**src/rtl/hse_pkg.sv**
```systemverilog
// Shared types, constants and helper functions of the hall odometry and speed estimator.
package hse_pkg;

    // Configuration register indexes.
    localparam logic [1:0] CFG_STOP_TIMEOUT = 2'd0;
    localparam logic [1:0] CFG_STEP_THRESH  = 2'd1;
    localparam logic [1:0] CFG_ODO_MODULUS  = 2'd2;

    localparam int CFG_ADDR_W = 2;
    localparam int CFG_DATA_W = 16;

    // Reset values of the configuration registers.
    localparam logic [15:0] STOP_TIMEOUT_RST = 16'd32000;
    localparam logic [5:0]  STEP_THRESH_RST  = 6'd18;
    localparam logic [13:0] ODO_MODULUS_RST  = 14'd9000;

    // Speed scaling: 60 s * 32000 ticks/s << 4, and 360 degrees per turn.
    localparam logic [31:0] SPEED_SCALE = 32'd30720000;
    localparam logic [40:0] DEG_PER_TURN = 41'd360;

    // Shared divider geometry.
    localparam int DIVIDEND_W = 32;
    localparam int DIVISOR_W  = 41;
    localparam int DIV_CNT_W  = $clog2(DIVIDEND_W);

    localparam int IN_DATA_W  = 40;
    localparam int OUT_DATA_W = 120;

    // Step direction indexed by (previous - current) mod 6.
    localparam logic signed [2:0] DIR_MAP [6] = '{3'sd0, -3'sd1, -3'sd2, 3'sd0, 3'sd2, 3'sd1};

    localparam logic signed [33:0] INT32_MAX_W = 34'sd2147483647;
    localparam logic signed [33:0] INT32_MIN_W = -34'sd2147483648;

    typedef struct packed {
        logic load;
        logic prep;
        logic decide;
        logic odo_start;
        logic odo_write;
        logic spd_start;
        logic spd_write;
        logic filt;
        logic out_load;
    } cmd_t;

    typedef struct packed {
        logic odo_slow;
        logic meas_now;
        logic meas_pend;
        logic div_done;
        logic out_free;
    } sts_t;

    function automatic logic signed [2:0] step_dir(input logic [2:0] prev, input logic [2:0] cur);
        logic [3:0] d;
        logic [2:0] m6;
        begin
            d = {1'b0, prev} - {1'b0, cur};
            // d is a two's complement difference in -7..7; m6 is its floored residue.
            unique case (d)
                4'h0: m6 = 3'd0;
                4'h1: m6 = 3'd1;
                4'h2: m6 = 3'd2;
                4'h3: m6 = 3'd3;
                4'h4: m6 = 3'd4;
                4'h5: m6 = 3'd5;
                4'h6: m6 = 3'd0;
                4'h7: m6 = 3'd1;
                4'hF: m6 = 3'd5;
                4'hE: m6 = 3'd4;
                4'hD: m6 = 3'd3;
                4'hC: m6 = 3'd2;
                4'hB: m6 = 3'd1;
                4'hA: m6 = 3'd0;
                4'h9: m6 = 3'd5;
                default: m6 = 3'd0;
            endcase
            return DIR_MAP[m6];
        end
    endfunction

    function automatic logic signed [31:0] sat32(input logic signed [33:0] v);
        begin
            if (v > INT32_MAX_W) begin
                return 32'sh7FFFFFFF;
            end
            if (v < INT32_MIN_W) begin
                return 32'sh80000000;
            end
            return v[31:0];
        end
    endfunction

endpackage

```
**src/rtl/hse_div.sv**
```systemverilog
// Restoring divider, one quotient bit per cycle, shared by the odometer and the speed path.
module hse_div (
    input  logic                                clk,
    input  logic                                rst_n,
    input  logic                                start,
    input  logic [hse_pkg::DIVIDEND_W-1:0]      dividend,
    input  logic [hse_pkg::DIVISOR_W-1:0]       divisor,
    output logic                                done,
    output logic [hse_pkg::DIVIDEND_W-1:0]      quotient,
    output logic [hse_pkg::DIVISOR_W-1:0]       remainder
);

    logic                               run_reg;
    logic                               done_reg;
    logic [hse_pkg::DIV_CNT_W-1:0]      cnt_reg;
    logic [hse_pkg::DIVISOR_W-1:0]      rem_reg;
    logic [hse_pkg::DIVIDEND_W-1:0]     quo_reg;
    logic [hse_pkg::DIVISOR_W-1:0]      dvs_reg;

    logic [hse_pkg::DIVISOR_W:0]        trial;
    logic [hse_pkg::DIVISOR_W:0]        trial_sub;
    logic                               take;
    logic                               last;

    always_comb
    begin
        trial     = {rem_reg, quo_reg[hse_pkg::DIVIDEND_W-1]};
        trial_sub = trial - {1'b0, dvs_reg};
        take      = (trial >= {1'b0, dvs_reg});
        last      = (cnt_reg == hse_pkg::DIV_CNT_W'(hse_pkg::DIVIDEND_W - 1));
    end

    always_ff @(posedge clk or negedge rst_n)
    begin
        if (!rst_n)
        begin
            run_reg  <= 1'b0;
            done_reg <= 1'b0;
            cnt_reg  <= '0;
        end
        else if (start)
        begin
            run_reg  <= 1'b1;
            done_reg <= 1'b0;
            cnt_reg  <= '0;
        end
        else if (run_reg)
        begin
            cnt_reg  <= cnt_reg + 1'b1;
            run_reg  <= !last;
            done_reg <= last;
        end
        else
        begin
            done_reg <= 1'b0;
        end
    end

    always_ff @(posedge clk)
    begin
        if (start)
        begin
            rem_reg <= '0;
            quo_reg <= dividend;
            dvs_reg <= divisor;
        end
        else if (run_reg)
        begin
            rem_reg <= take ? trial_sub[hse_pkg::DIVISOR_W-1:0] : trial[hse_pkg::DIVISOR_W-1:0];
            quo_reg <= {quo_reg[hse_pkg::DIVIDEND_W-2:0], take};
        end
    end

    assign done      = done_reg;
    assign quotient  = quo_reg;
    assign remainder = rem_reg;

endmodule

```
**src/rtl/hse_dp.sv**
```systemverilog
// Datapath: configuration, odometry state, speed estimate, filter and output register.
module hse_dp (
    input  logic                                clk,
    input  logic                                rst_n,
    input  logic                                cfg_we,
    input  logic [hse_pkg::CFG_ADDR_W-1:0]      cfg_addr,
    input  logic [hse_pkg::CFG_DATA_W-1:0]      cfg_wdata,
    input  logic [hse_pkg::IN_DATA_W-1:0]       s_tdata,
    input  logic                                m_tready,
    input  hse_pkg::cmd_t                       cmd,
    output hse_pkg::sts_t                       sts,
    output logic                                m_tvalid,
    output logic [hse_pkg::OUT_DATA_W-1:0]      m_tdata,
    output logic                                m_tuser
);

    // Configuration.
    logic [15:0]        tmo_reg;
    logic [5:0]         thr_reg;
    logic [13:0]        mod_reg;

    // Estimator state.
    logic [2:0]         prev_pos_reg;
    logic [13:0]        odo_reg;
    logic [31:0]        angle_reg;
    logic signed [7:0]  dacc_reg;
    logic [31:0]        last_time_reg;
    logic               started_reg;
    logic signed [31:0] speed_last_reg;
    logic signed [31:0] smooth_reg;

    // Per-item working registers.
    logic [2:0]         pos_in_reg;
    logic [31:0]        now_reg;
    logic signed [2:0]  delta_reg;
    logic [31:0]        dt_reg;
    logic signed [7:0]  dsum_reg;
    logic [14:0]        odo_x_reg;
    logic               odo_slow_reg;
    logic               stop_reg;
    logic               meas_reg;
    logic [31:0]        num_reg;
    logic [40:0]        den_reg;
    logic               neg_reg;

    // Output register.
    logic                               out_valid_reg;
    logic [hse_pkg::OUT_DATA_W-1:0]     out_data_reg;
    logic                               out_stop_reg;

    // Divider interface.
    logic                               div_start;
    logic [hse_pkg::DIVIDEND_W-1:0]     div_dividend;
    logic [hse_pkg::DIVISOR_W-1:0]      div_divisor;
    logic                               div_done;
    logic [hse_pkg::DIVIDEND_W-1:0]     div_quo;
    logic [hse_pkg::DIVISOR_W-1:0]      div_rem;

    // Preparation step.
    logic signed [2:0]  delta_c;
    logic signed [4:0]  delta5;
    logic signed [4:0]  deg_c;
    logic signed [15:0] odo_sum;
    logic signed [15:0] mod_s;
    logic [13:0]        odo_fast;
    logic               slow_c;

    // Decision step.
    logic               stop_c;
    logic [7:0]         dmag;
    logic               trig_c;
    logic               meas_c;
    logic [31:0]        dtm;
    logic [31:0]        dtd;

    // Speed and filter.
    logic signed [33:0] spd_mag;
    logic signed [33:0] spd_val;
    logic signed [31:0] seed;
    logic signed [33:0] filt_sum;

    always_comb
    begin
        delta_c = hse_pkg::step_dir(prev_pos_reg, pos_in_reg);
        delta5  = {{2{delta_c[2]}}, delta_c};
        deg_c   = (delta5 <<< 2) + (delta5 <<< 1);
        odo_sum = $signed({2'b00, odo_reg}) + {{13{delta_c[2]}}, delta_c};
        mod_s   = $signed({2'b00, mod_reg});

        // A modulus below two clears the count; with the count in range, one
        // correction step is enough; otherwise the divider reduces the sum.
        slow_c   = 1'b0;
        odo_fast = '0;
        if (mod_reg < 14'd2)
        begin
            odo_fast = '0;
        end
        else if (odo_reg < mod_reg)
        begin
            if (odo_sum < 16'sd0)
            begin
                odo_fast = 14'(odo_sum + mod_s);
            end
            else if (odo_sum >= mod_s)
            begin
                odo_fast = 14'(odo_sum - mod_s);
            end
            else
            begin
                odo_fast = odo_sum[13:0];
            end
        end
        else
        begin
            slow_c = 1'b1;
        end
    end

    always_comb
    begin
        stop_c = started_reg && ($signed(dt_reg) > $signed({16'h0000, tmo_reg}));
        dmag   = dsum_reg[7] ? 8'(-dsum_reg) : 8'(dsum_reg);
        trig_c = dmag >= {2'b00, thr_reg};
        meas_c = !stop_c && trig_c && started_reg;
        dtm    = dt_reg[31] ? (~dt_reg + 32'd1) : dt_reg;
        dtd    = (dtm == 32'd0) ? 32'd1 : dtm;
    end

    always_comb
    begin
        div_start    = cmd.odo_start || cmd.spd_start;
        div_dividend = cmd.spd_start ? num_reg : {17'b0, odo_x_reg};
        div_divisor  = cmd.spd_start ? den_reg : {27'b0, mod_reg};
    end

    always_comb
    begin
        // The quotient stays below 2^24, so the shifted magnitude fits easily.
        spd_mag  = $signed({div_quo[29:0], 4'b0000});
        spd_val  = neg_reg ? -spd_mag : spd_mag;
        seed     = (smooth_reg == 32'sd0) ? speed_last_reg : smooth_reg;
        filt_sum = 34'(seed) - 34'(seed >>> 5) + 34'(speed_last_reg >>> 5);
    end

    hse_div u_div (
        .clk       (clk),
        .rst_n     (rst_n),
        .start     (div_start),
        .dividend  (div_dividend),
        .divisor   (div_divisor),
        .done      (div_done),
        .quotient  (div_quo),
        .remainder (div_rem)
    );

    always_ff @(posedge clk or negedge rst_n)
    begin
        if (!rst_n)
        begin
            tmo_reg        <= hse_pkg::STOP_TIMEOUT_RST;
            thr_reg        <= hse_pkg::STEP_THRESH_RST;
            mod_reg        <= hse_pkg::ODO_MODULUS_RST;
            prev_pos_reg   <= '0;
            odo_reg        <= '0;
            angle_reg      <= '0;
            dacc_reg       <= '0;
            last_time_reg  <= '0;
            started_reg    <= 1'b0;
            speed_last_reg <= '0;
            smooth_reg     <= '0;
            out_valid_reg  <= 1'b0;
        end
        else
        begin
            if (cfg_we)
            begin
                unique case (cfg_addr)
                    hse_pkg::CFG_STOP_TIMEOUT: tmo_reg <= cfg_wdata;
                    hse_pkg::CFG_STEP_THRESH:  thr_reg <= cfg_wdata[5:0];
                    hse_pkg::CFG_ODO_MODULUS:  mod_reg <= cfg_wdata[13:0];
                    default: ;
                endcase
            end

            if (cmd.prep)
            begin
                prev_pos_reg <= pos_in_reg;
                angle_reg    <= angle_reg + {{27{deg_c[4]}}, deg_c};
                if (!slow_c)
                begin
                    odo_reg <= odo_fast;
                end
            end
            else if (cmd.odo_write)
            begin
                odo_reg <= div_rem[13:0];
            end

            if (cmd.decide)
            begin
                if (stop_c)
                begin
                    last_time_reg <= '0;
                    started_reg   <= 1'b0;
                end
                else
                begin
                    dacc_reg <= trig_c ? 8'sd0 : dsum_reg;
                    if (trig_c)
                    begin
                        last_time_reg <= now_reg;
                        started_reg   <= 1'b1;
                    end
                end
            end

            if (cmd.decide && stop_c)
            begin
                speed_last_reg <= '0;
                smooth_reg     <= '0;
            end
            else if (cmd.spd_write)
            begin
                speed_last_reg <= hse_pkg::sat32(spd_val);
            end
            else if (cmd.filt)
            begin
                smooth_reg <= hse_pkg::sat32(filt_sum);
            end

            if (cmd.out_load)
            begin
                out_valid_reg <= 1'b1;
            end
            else if (m_tready)
            begin
                out_valid_reg <= 1'b0;
            end
        end
    end

    always_ff @(posedge clk)
    begin
        if (cmd.load)
        begin
            pos_in_reg <= s_tdata[2:0];
            now_reg    <= s_tdata[34:3];
        end

        if (cmd.prep)
        begin
            delta_reg    <= delta_c;
            dt_reg       <= now_reg - last_time_reg;
            dsum_reg     <= dacc_reg + {{3{deg_c[4]}}, deg_c};
            odo_x_reg    <= odo_sum[14:0];
            odo_slow_reg <= slow_c;
        end

        if (cmd.decide)
        begin
            stop_reg <= stop_c;
            meas_reg <= meas_c;
            num_reg  <= 32'(dmag[6:0]) * hse_pkg::SPEED_SCALE;
            den_reg  <= 41'(dtd) * hse_pkg::DEG_PER_TURN;
            neg_reg  <= dsum_reg[7] ^ dt_reg[31];
        end

        if (cmd.out_load)
        begin
            out_data_reg <= {7'b0, smooth_reg, speed_last_reg, angle_reg, odo_reg, delta_reg};
            out_stop_reg <= stop_reg;
        end
    end

    always_comb
    begin
        sts.odo_slow  = odo_slow_reg;
        sts.meas_now  = meas_c;
        sts.meas_pend = meas_reg;
        sts.div_done  = div_done;
        sts.out_free  = !out_valid_reg || m_tready;
    end

    assign m_tvalid = out_valid_reg;
    assign m_tdata  = out_data_reg;
    assign m_tuser  = out_stop_reg;

endmodule

```
**src/rtl/hse_ctrl.sv**
```systemverilog
// Controller: sequences one item through preparation, decision, optional division and filter, and output.
module hse_ctrl (
    input  logic            clk,
    input  logic            rst_n,
    input  logic            s_tvalid,
    input  hse_pkg::sts_t   sts,
    output logic            s_tready,
    output hse_pkg::cmd_t   cmd
);

    localparam logic [3:0] ST_IDLE     = 4'd0;
    localparam logic [3:0] ST_PREP     = 4'd1;
    localparam logic [3:0] ST_DECIDE   = 4'd2;
    localparam logic [3:0] ST_ODO_GO   = 4'd3;
    localparam logic [3:0] ST_ODO_WAIT = 4'd4;
    localparam logic [3:0] ST_SPD_GO   = 4'd5;
    localparam logic [3:0] ST_SPD_WAIT = 4'd6;
    localparam logic [3:0] ST_FILT     = 4'd7;
    localparam logic [3:0] ST_OUT      = 4'd8;

    logic [3:0] state_reg;
    logic [3:0] state_next;

    always_comb
    begin
        state_next = state_reg;
        cmd        = '0;
        s_tready   = 1'b0;
        unique case (state_reg)
            ST_IDLE:
            begin
                s_tready = 1'b1;
                if (s_tvalid)
                begin
                    cmd.load   = 1'b1;
                    state_next = ST_PREP;
                end
            end
            ST_PREP:
            begin
                cmd.prep   = 1'b1;
                state_next = ST_DECIDE;
            end
            ST_DECIDE:
            begin
                cmd.decide = 1'b1;
                priority if (sts.odo_slow)
                begin
                    state_next = ST_ODO_GO;
                end
                else if (sts.meas_now)
                begin
                    state_next = ST_SPD_GO;
                end
                else
                begin
                    state_next = ST_OUT;
                end
            end
            ST_ODO_GO:
            begin
                cmd.odo_start = 1'b1;
                state_next    = ST_ODO_WAIT;
            end
            ST_ODO_WAIT:
            begin
                if (sts.div_done)
                begin
                    cmd.odo_write = 1'b1;
                    state_next    = sts.meas_pend ? ST_SPD_GO : ST_OUT;
                end
            end
            ST_SPD_GO:
            begin
                cmd.spd_start = 1'b1;
                state_next    = ST_SPD_WAIT;
            end
            ST_SPD_WAIT:
            begin
                if (sts.div_done)
                begin
                    cmd.spd_write = 1'b1;
                    state_next    = ST_FILT;
                end
            end
            ST_FILT:
            begin
                cmd.filt   = 1'b1;
                state_next = ST_OUT;
            end
            ST_OUT:
            begin
                if (sts.out_free)
                begin
                    cmd.out_load = 1'b1;
                    state_next   = ST_IDLE;
                end
            end
            default:
            begin
                state_next = ST_IDLE;
            end
        endcase
    end

    always_ff @(posedge clk or negedge rst_n)
    begin
        if (!rst_n)
        begin
            state_reg <= ST_IDLE;
        end
        else
        begin
            state_reg <= state_next;
        end
    end

endmodule

```
**src/rtl/hall_odometry_speed_estimator.sv**
```systemverilog
// Top level of the hall odometry and speed estimator.
//
//  Channel   Signals                            Content (lowest bit first)
//  input     s_tvalid s_tready s_tdata[39:0]    hall_position[2:0], timestamp[34:3]
//  result    m_tvalid m_tready m_tdata[119:0]   step_delta, odometer, wheel_angle_deg,
//            m_tuser                            speed_raw, speed_filtered; tuser = stopped
//  config    cfg_we cfg_addr cfg_wdata          0 stop timeout, 1 step threshold, 2 modulus
//
// An item passes preparation, decision and output when no speed measurement is due,
// and also the 32-step shared divider and the filter when one is. After the odometer
// modulus is lowered below the count, the next item passes through that divider too.
// The input is taken only while the controller is idle; a full output register that is
// not drained stalls the controller before it loads the next result. Reset is immediate.
module hall_odometry_speed_estimator (
    input  logic                                clk,
    input  logic                                rst_n,
    input  logic                                cfg_we,
    input  logic [hse_pkg::CFG_ADDR_W-1:0]      cfg_addr,
    input  logic [hse_pkg::CFG_DATA_W-1:0]      cfg_wdata,
    input  logic                                s_tvalid,
    output logic                                s_tready,
    // hall_position[2:0], timestamp[34:3], zero fill above
    input  logic [hse_pkg::IN_DATA_W-1:0]       s_tdata,
    output logic                                m_tvalid,
    input  logic                                m_tready,
    // step_delta[2:0], odometer[16:3], wheel_angle_deg[48:17],
    // speed_raw[80:49], speed_filtered[112:81], zero fill above
    output logic [hse_pkg::OUT_DATA_W-1:0]      m_tdata,
    // stopped[0]
    output logic                                m_tuser
);

    hse_pkg::cmd_t cmd;
    hse_pkg::sts_t sts;

    hse_ctrl u_ctrl (
        .clk      (clk),
        .rst_n    (rst_n),
        .s_tvalid (s_tvalid),
        .sts      (sts),
        .s_tready (s_tready),
        .cmd      (cmd)
    );

    hse_dp u_dp (
        .clk       (clk),
        .rst_n     (rst_n),
        .cfg_we    (cfg_we),
        .cfg_addr  (cfg_addr),
        .cfg_wdata (cfg_wdata),
        .s_tdata   (s_tdata),
        .m_tready  (m_tready),
        .cmd       (cmd),
        .sts       (sts),
        .m_tvalid  (m_tvalid),
        .m_tdata   (m_tdata),
        .m_tuser   (m_tuser)
    );

endmodule

```
**config.mk**
```make
export PLATFORM = sky130hd
export DESIGN_NAME = hall_odometry_speed_estimator
export DESIGN_NICKNAME = d
export VERILOG_FILES = /design/src/rtl/hse_pkg.sv /design/src/rtl/hse_div.sv /design/src/rtl/hse_dp.sv /design/src/rtl/hse_ctrl.sv /design/src/rtl/hall_odometry_speed_estimator.sv
export SDC_FILE = /design/constraint.sdc
export NUM_CORES = 2
export LEC_CHECK = 0
export BUFFER_PORTS_ARGS = -buffer_cell sky130_fd_sc_hd__buf_2
export CELL_PAD_IN_SITES_DETAIL_PLACEMENT = 0
export CELL_PAD_IN_SITES_GLOBAL_PLACEMENT = 2
export CORE_ASPECT_RATIO = 2
export CORE_UTILIZATION = 43
export CTS_BUF_LIST = sky130_fd_sc_hd__clkbuf_4 sky130_fd_sc_hd__clkbuf_8
export CTS_CLUSTER_DIAMETER = 150
export DETAILED_ROUTE_END_ITERATION = 10
export PLACE_DENSITY = 0.93
export SLEW_MARGIN = 5
export SYNTH_ARGS = -nofsm -noshare
export SYNTH_HDL_FRONTEND = slang
export SYNTH_HIERARCHICAL = 1
export SYNTH_SLANG_ARGS = --single-unit
```
**constraint.sdc**
```tcl
create_clock -name clk -period 8.7 [get_ports clk]
set_clock_uncertainty 0.05 [all_clocks]
set_input_delay 0.435 -clock clk [delete_from_list [all_inputs] [get_ports clk]]
set_output_delay 0.435 -clock clk [all_outputs]
set_load 0.005 [all_outputs]
```
==> Flow_metrics.wiki <==
{| class="wikitable"
! Metric !! Value
|-
| Result of the run || finished, final reports clean
|-
| Wire length after detailed routing || about 100 mm
|-
| EDFF count, synth || between 300 and 400
|-
| Async SR Flop Fraction || between 30% and 40%
|-
| Period Utilization, post-route || 92.6%
|-
| PortBufs || 172
|-
| Flip-flop count of the largest register, all copies and words added || roughly 110
|-
| Die area || 0.0919 sq mm
|-
| Count of cell types in the netlist || between 90 and 100
|-
| HPWL after DPL || a little under 80 mm
|-
| Most frequent cells in the layout || 412 x sky130_fd_sc_hd__inv_1, 353 x sky130_fd_sc_hd__ha_1, 336 x sky130_fd_sc_hd__edfxtp_1
|-
| FP Rows || approximately 160
|-
| Area added between synthesis and finish || 12.0%
|-
| Routability congestion estimate from global placement || 0.885
|-
| Number of vias per cell || about 5.5
|-
| Worst Path Max Fanout || 6
|-
| Summed negative setup slack over all endpoints || 0 ns
|-
| Fraction of met3 tracks used by global routing || under 10%
|-
| DRT Pass-1 Iters || 5
|-
| Slew at the pin closest to its max-slew limit || between 1 and 1.5 ns
|-
| CP max stage delay || between 0.6 and 0.7 ns
|-
| Highest ir drop seen on vdd || 152 uV
|-
| Int Pwr || 4.50 mW
|-
| Effective utilization at floorplan || around 44%
|-
| Gr ovfl total || 0
|-
| Sequential share of power || 49.9%
|-
| Type of the worst setup path || reg2reg
|-
| Clock power share || between 40% and 50%
|-
| Number of buffers between clock root and the deepest sink || 3
|-
| Unrepaired setup endpoints after global routing || false
|-
| Fill cell count || 8307
|-
| Max-capacitance violation count || 0
|-
| Gr busiest metal || met2
|-
| Post-Synthesis Mean Instance Area || about 10 sq um
|-
| CP Data Arrival Time || approximately 8.5 ns
|-
| Final standard cell utilization of the core || around half
|-
| I/O pin count || approximately 190
|-
| Resized Gates After CTS || 0
|-
| Post-CTS clock slew at the launch and capture registers of the worst setup and hold paths || ~0.070 ns
|-
| Share of total power consumed by net switching || 23.8%
|-
| Placeable core area || roughly 0.089 sq mm
|-
| Clock root buffer master || sky130_fd_sc_hd__clkbuf_8
|-
| CTS H-tree lvls || 3
|-
| Number of buffers created by CTS || between 80 and 90
|-
| Via count of the first global-routing pass || ~30000
|-
| Achievable Freq || roughly 120 MHz
|-
| Die span in x || roughly 210 um
|-
| Global routing usage on met2 || a little under half
|-
| Crit path required time || 9.16 ns
|-
| Final Hold Violating Endpoints || 0
|-
| Most instantiated flip-flop cell in the synthesis netlist || sky130_fd_sc_hd__edfxtp_1
|-
| CTS tree || yes
|-
| Depth of the worst register-to-register path || 25
|-
| Startpoint of the lowest-slack register-to-register path || u_dp/dt_reg[9]
|-
| Antenna violations before repair || 1
|-
| Cell type of the slowest stage on the worst timing path || sky130_fd_sc_hd__or4_1
|-
| Initial detailed-routing violation count || around 1700
|-
| Global-route wire length before repair || around 160 mm
|-
| Slew headroom || 19.7%
|-
| Type of element capturing the critical path || flop
|-
| Largest net degree at the start of global routing || 100
|-
| LEAKAGE || just under 20 nW
|-
| Share of layout cells above drive strength 1 || about an eighth
|-
| Kind of start point of the critical path || flop
|-
| Category of cells accounting for the largest share of critical-path delay || compound AO/OA/AOI/OAI gates
|-
| Gate power share || 5.7%
|-
| DRC Markers || 0
|-
| Power per cell area || around 140 mW/mm^2
|-
| Post-synthesis sequential area ratio || a little over 40%
|-
| Buffer and inverter count on the worst path || 2
|-
| Start point of the worst hold path || s_tvalid
|-
| Hold path depth || 5
|-
| Flop and latch count out of synthesis || roughly 580
|-
| Warnings from Yosys || 6
|-
| Max Slew Vio Count || 0
|-
| Antenna Violating Nets Remaining || 0
|-
| Worst hold path type || in2reg
|-
| Post-layout net count || between 4000 and 5000
|-
| TritonCTS sink count || approximately 580
|-
| Minimum clock period after layout || around 8.1 ns
|-
| Stages on the worst setup path || 25
|-
| Count of mapped cells out of synthesis || 3773
|-
| Switch Pwr || roughly 1.4 mW
|-
| Die outline height || roughly 430 um
|-
| Total number of vias || 28800
|-
| Number of buffers inserted by post-CTS setup repair || 0
|-
| Final number of setup-violating endpoints || 0
|-
| Wirelength per Cell || between 15 and 20 um
|-
| Global-route track usage on met1 || roughly a fifth
|-
| All-layer global routing usage || between 20% and 30%
|-
| Hold_buf cts || 53
|-
| Crit path launch || u_dp/dt_reg[9]
|-
| Clock insertion delay at the later pin of the skew report || roughly 0.80 ns
|-
| Most common cell after layout, fill and taps aside || sky130_fd_sc_hd__inv_1
|-
| Area of the mapped netlist || approximately 0.04 sq mm
|}
## cells by family (layout without fill, tap and decap cells)
logic type                 after synthesis  in the layout  synth area share (%)
AOI/OAI and AO/OA                      956            956                  16.8
and+or+nand+nor                        890            890                  11.5
DFF                                    575            575                  40.8
buffers and inverters                  549            845                  5.68
adders and majority gates              465            465                  17.1
xor gates and xnor gates               244            244                  5.48
muxes                                   93             93                  2.66
other                                    1              9               0.00962
## Yosys cell counts (49+ instances only)
master	instances	area (sq um)
sky130_fd_sc_hd__xor2_1	53	464
sky130_fd_sc_hd__mux2_2	80	901
sky130_fd_sc_hd__fa_1	112	2240
sky130_fd_sc_hd__nor2b_1	49	307
sky130_fd_sc_hd__xnor2_1	191	1670
sky130_fd_sc_hd__a21oi_1	224	1120
sky130_fd_sc_hd__nor3_1	55	275
sky130_fd_sc_hd__dfrtp_1	185	4630
sky130_fd_sc_hd__a221o_1	69	691
sky130_fd_sc_hd__nor2_1	193	724
sky130_fd_sc_hd__ha_1	353	4420
sky130_fd_sc_hd__and2_1	56	350
sky130_fd_sc_hd__a21o_1	104	781
sky130_fd_sc_hd__clkbuf_1	85	319
sky130_fd_sc_hd__edfxtp_1	336	10100
sky130_fd_sc_hd__nand2_1	244	916
sky130_fd_sc_hd__o21ai_0	172	861
sky130_fd_sc_hd__inv_1	412	1550
## final timing paths
path,slack [ns],end
setup / recovery,0.65,u_dp/den_reg[40]
hold / removal,0.12,u_ctrl/state_reg[3]
setup reg to reg,0.65,u_dp/den_reg[40]
hold reg to reg,0.39,u_dp/m_tdata[2]
max in group asynchronous,6.88,u_dp/u_div/run_reg
min in group asynchronous,0.19,u_dp/mod_reg[10]
## layout make-up
type	instances	area (sq um)	area share (%)
multi-input cells	2656	21000	48.0
flip-flops and latches	575	15900	36.4
repair buffers	266	1720	3.94
inverters	415	1560	3.57
clock buffers	122	1540	3.52
well taps	1177	1470	3.37
clock inverters	42	512	1.17
diodes	1	2.50	0.00573
## per-layer routing
layer | up-vias | routed length [um]
met3 | 255 | 2860
met1 | 13900 | 35600
met4 | 0 | 6240
li1 | 14100 | -
met5 | - | 0
met2 | 605 | 57400
## worst register-to-register path: stages, from the launching register on
cell and delay [ns]:
sky130_fd_sc_hd__edfxtp_1 0.47, sky130_fd_sc_hd__or4_1 0.64, sky130_fd_sc_hd__nor4_2 0.31, sky130_fd_sc_hd__nand3b_1 0.16, sky130_fd_sc_hd__nor3_1 0.27, sky130_fd_sc_hd__nand2_1 0.19, sky130_fd_sc_hd__o21ai_0 0.24, sky130_fd_sc_hd__xnor2_1 0.24
sky130_fd_sc_hd__or3_1 0.42, sky130_fd_sc_hd__nor4_1 0.27, sky130_fd_sc_hd__a41o_1 0.39, sky130_fd_sc_hd__ha_1 0.24, sky130_fd_sc_hd__inv_1 0.07, sky130_fd_sc_hd__fa_1 0.50, sky130_fd_sc_hd__inv_1 0.05, sky130_fd_sc_hd__fa_1 0.48
sky130_fd_sc_hd__ha_1 0.35, sky130_fd_sc_hd__a21o_1 0.21, sky130_fd_sc_hd__a31oi_1 0.34, sky130_fd_sc_hd__o2111ai_1 0.24, sky130_fd_sc_hd__a311oi_1 0.61, sky130_fd_sc_hd__o21ai_0 0.34, sky130_fd_sc_hd__nand2_1 0.19, sky130_fd_sc_hd__o22ai_1 0.11
sky130_fd_sc_hd__o41ai_1 0.30, sky130_fd_sc_hd__xnor2_1 0.10
## power by group through the flow
stage	Sequential [mW]	Combinational [mW]	Clock (mW)
6_report	2.95	0.335	2.62
3_3_place_gp	3.00	0.309	0
3_5_place_dp	3.00	0.313	0
4_1_cts	2.95	0.334	2.71
2_1_floorplan	2.98	0.198	0
5_1_grt	2.95	0.370	2.80
## metrics by stage
step / power (mW) / cells / cell area (sq um) / setup slack [ns] / hold WS (ns)
finish: 5.90 / 5254 / 43700 / 0.646 / 0.125
global route: 6.12 / 5254 / 43700 / 0.150 / 0.154
CTS: 5.99 / 5253 / 43700 / 0.646 / 0.0499
detailed placement: 3.32 / 5036 / 41100 / 0.679 / 0.364
global placement: 3.31 / 5036 / 41100 / 0.699 / 0.357
floorplan: 3.17 / 3780 / 39000 / 1.85 / 0.0894
(Power assumes the default switching activity.)
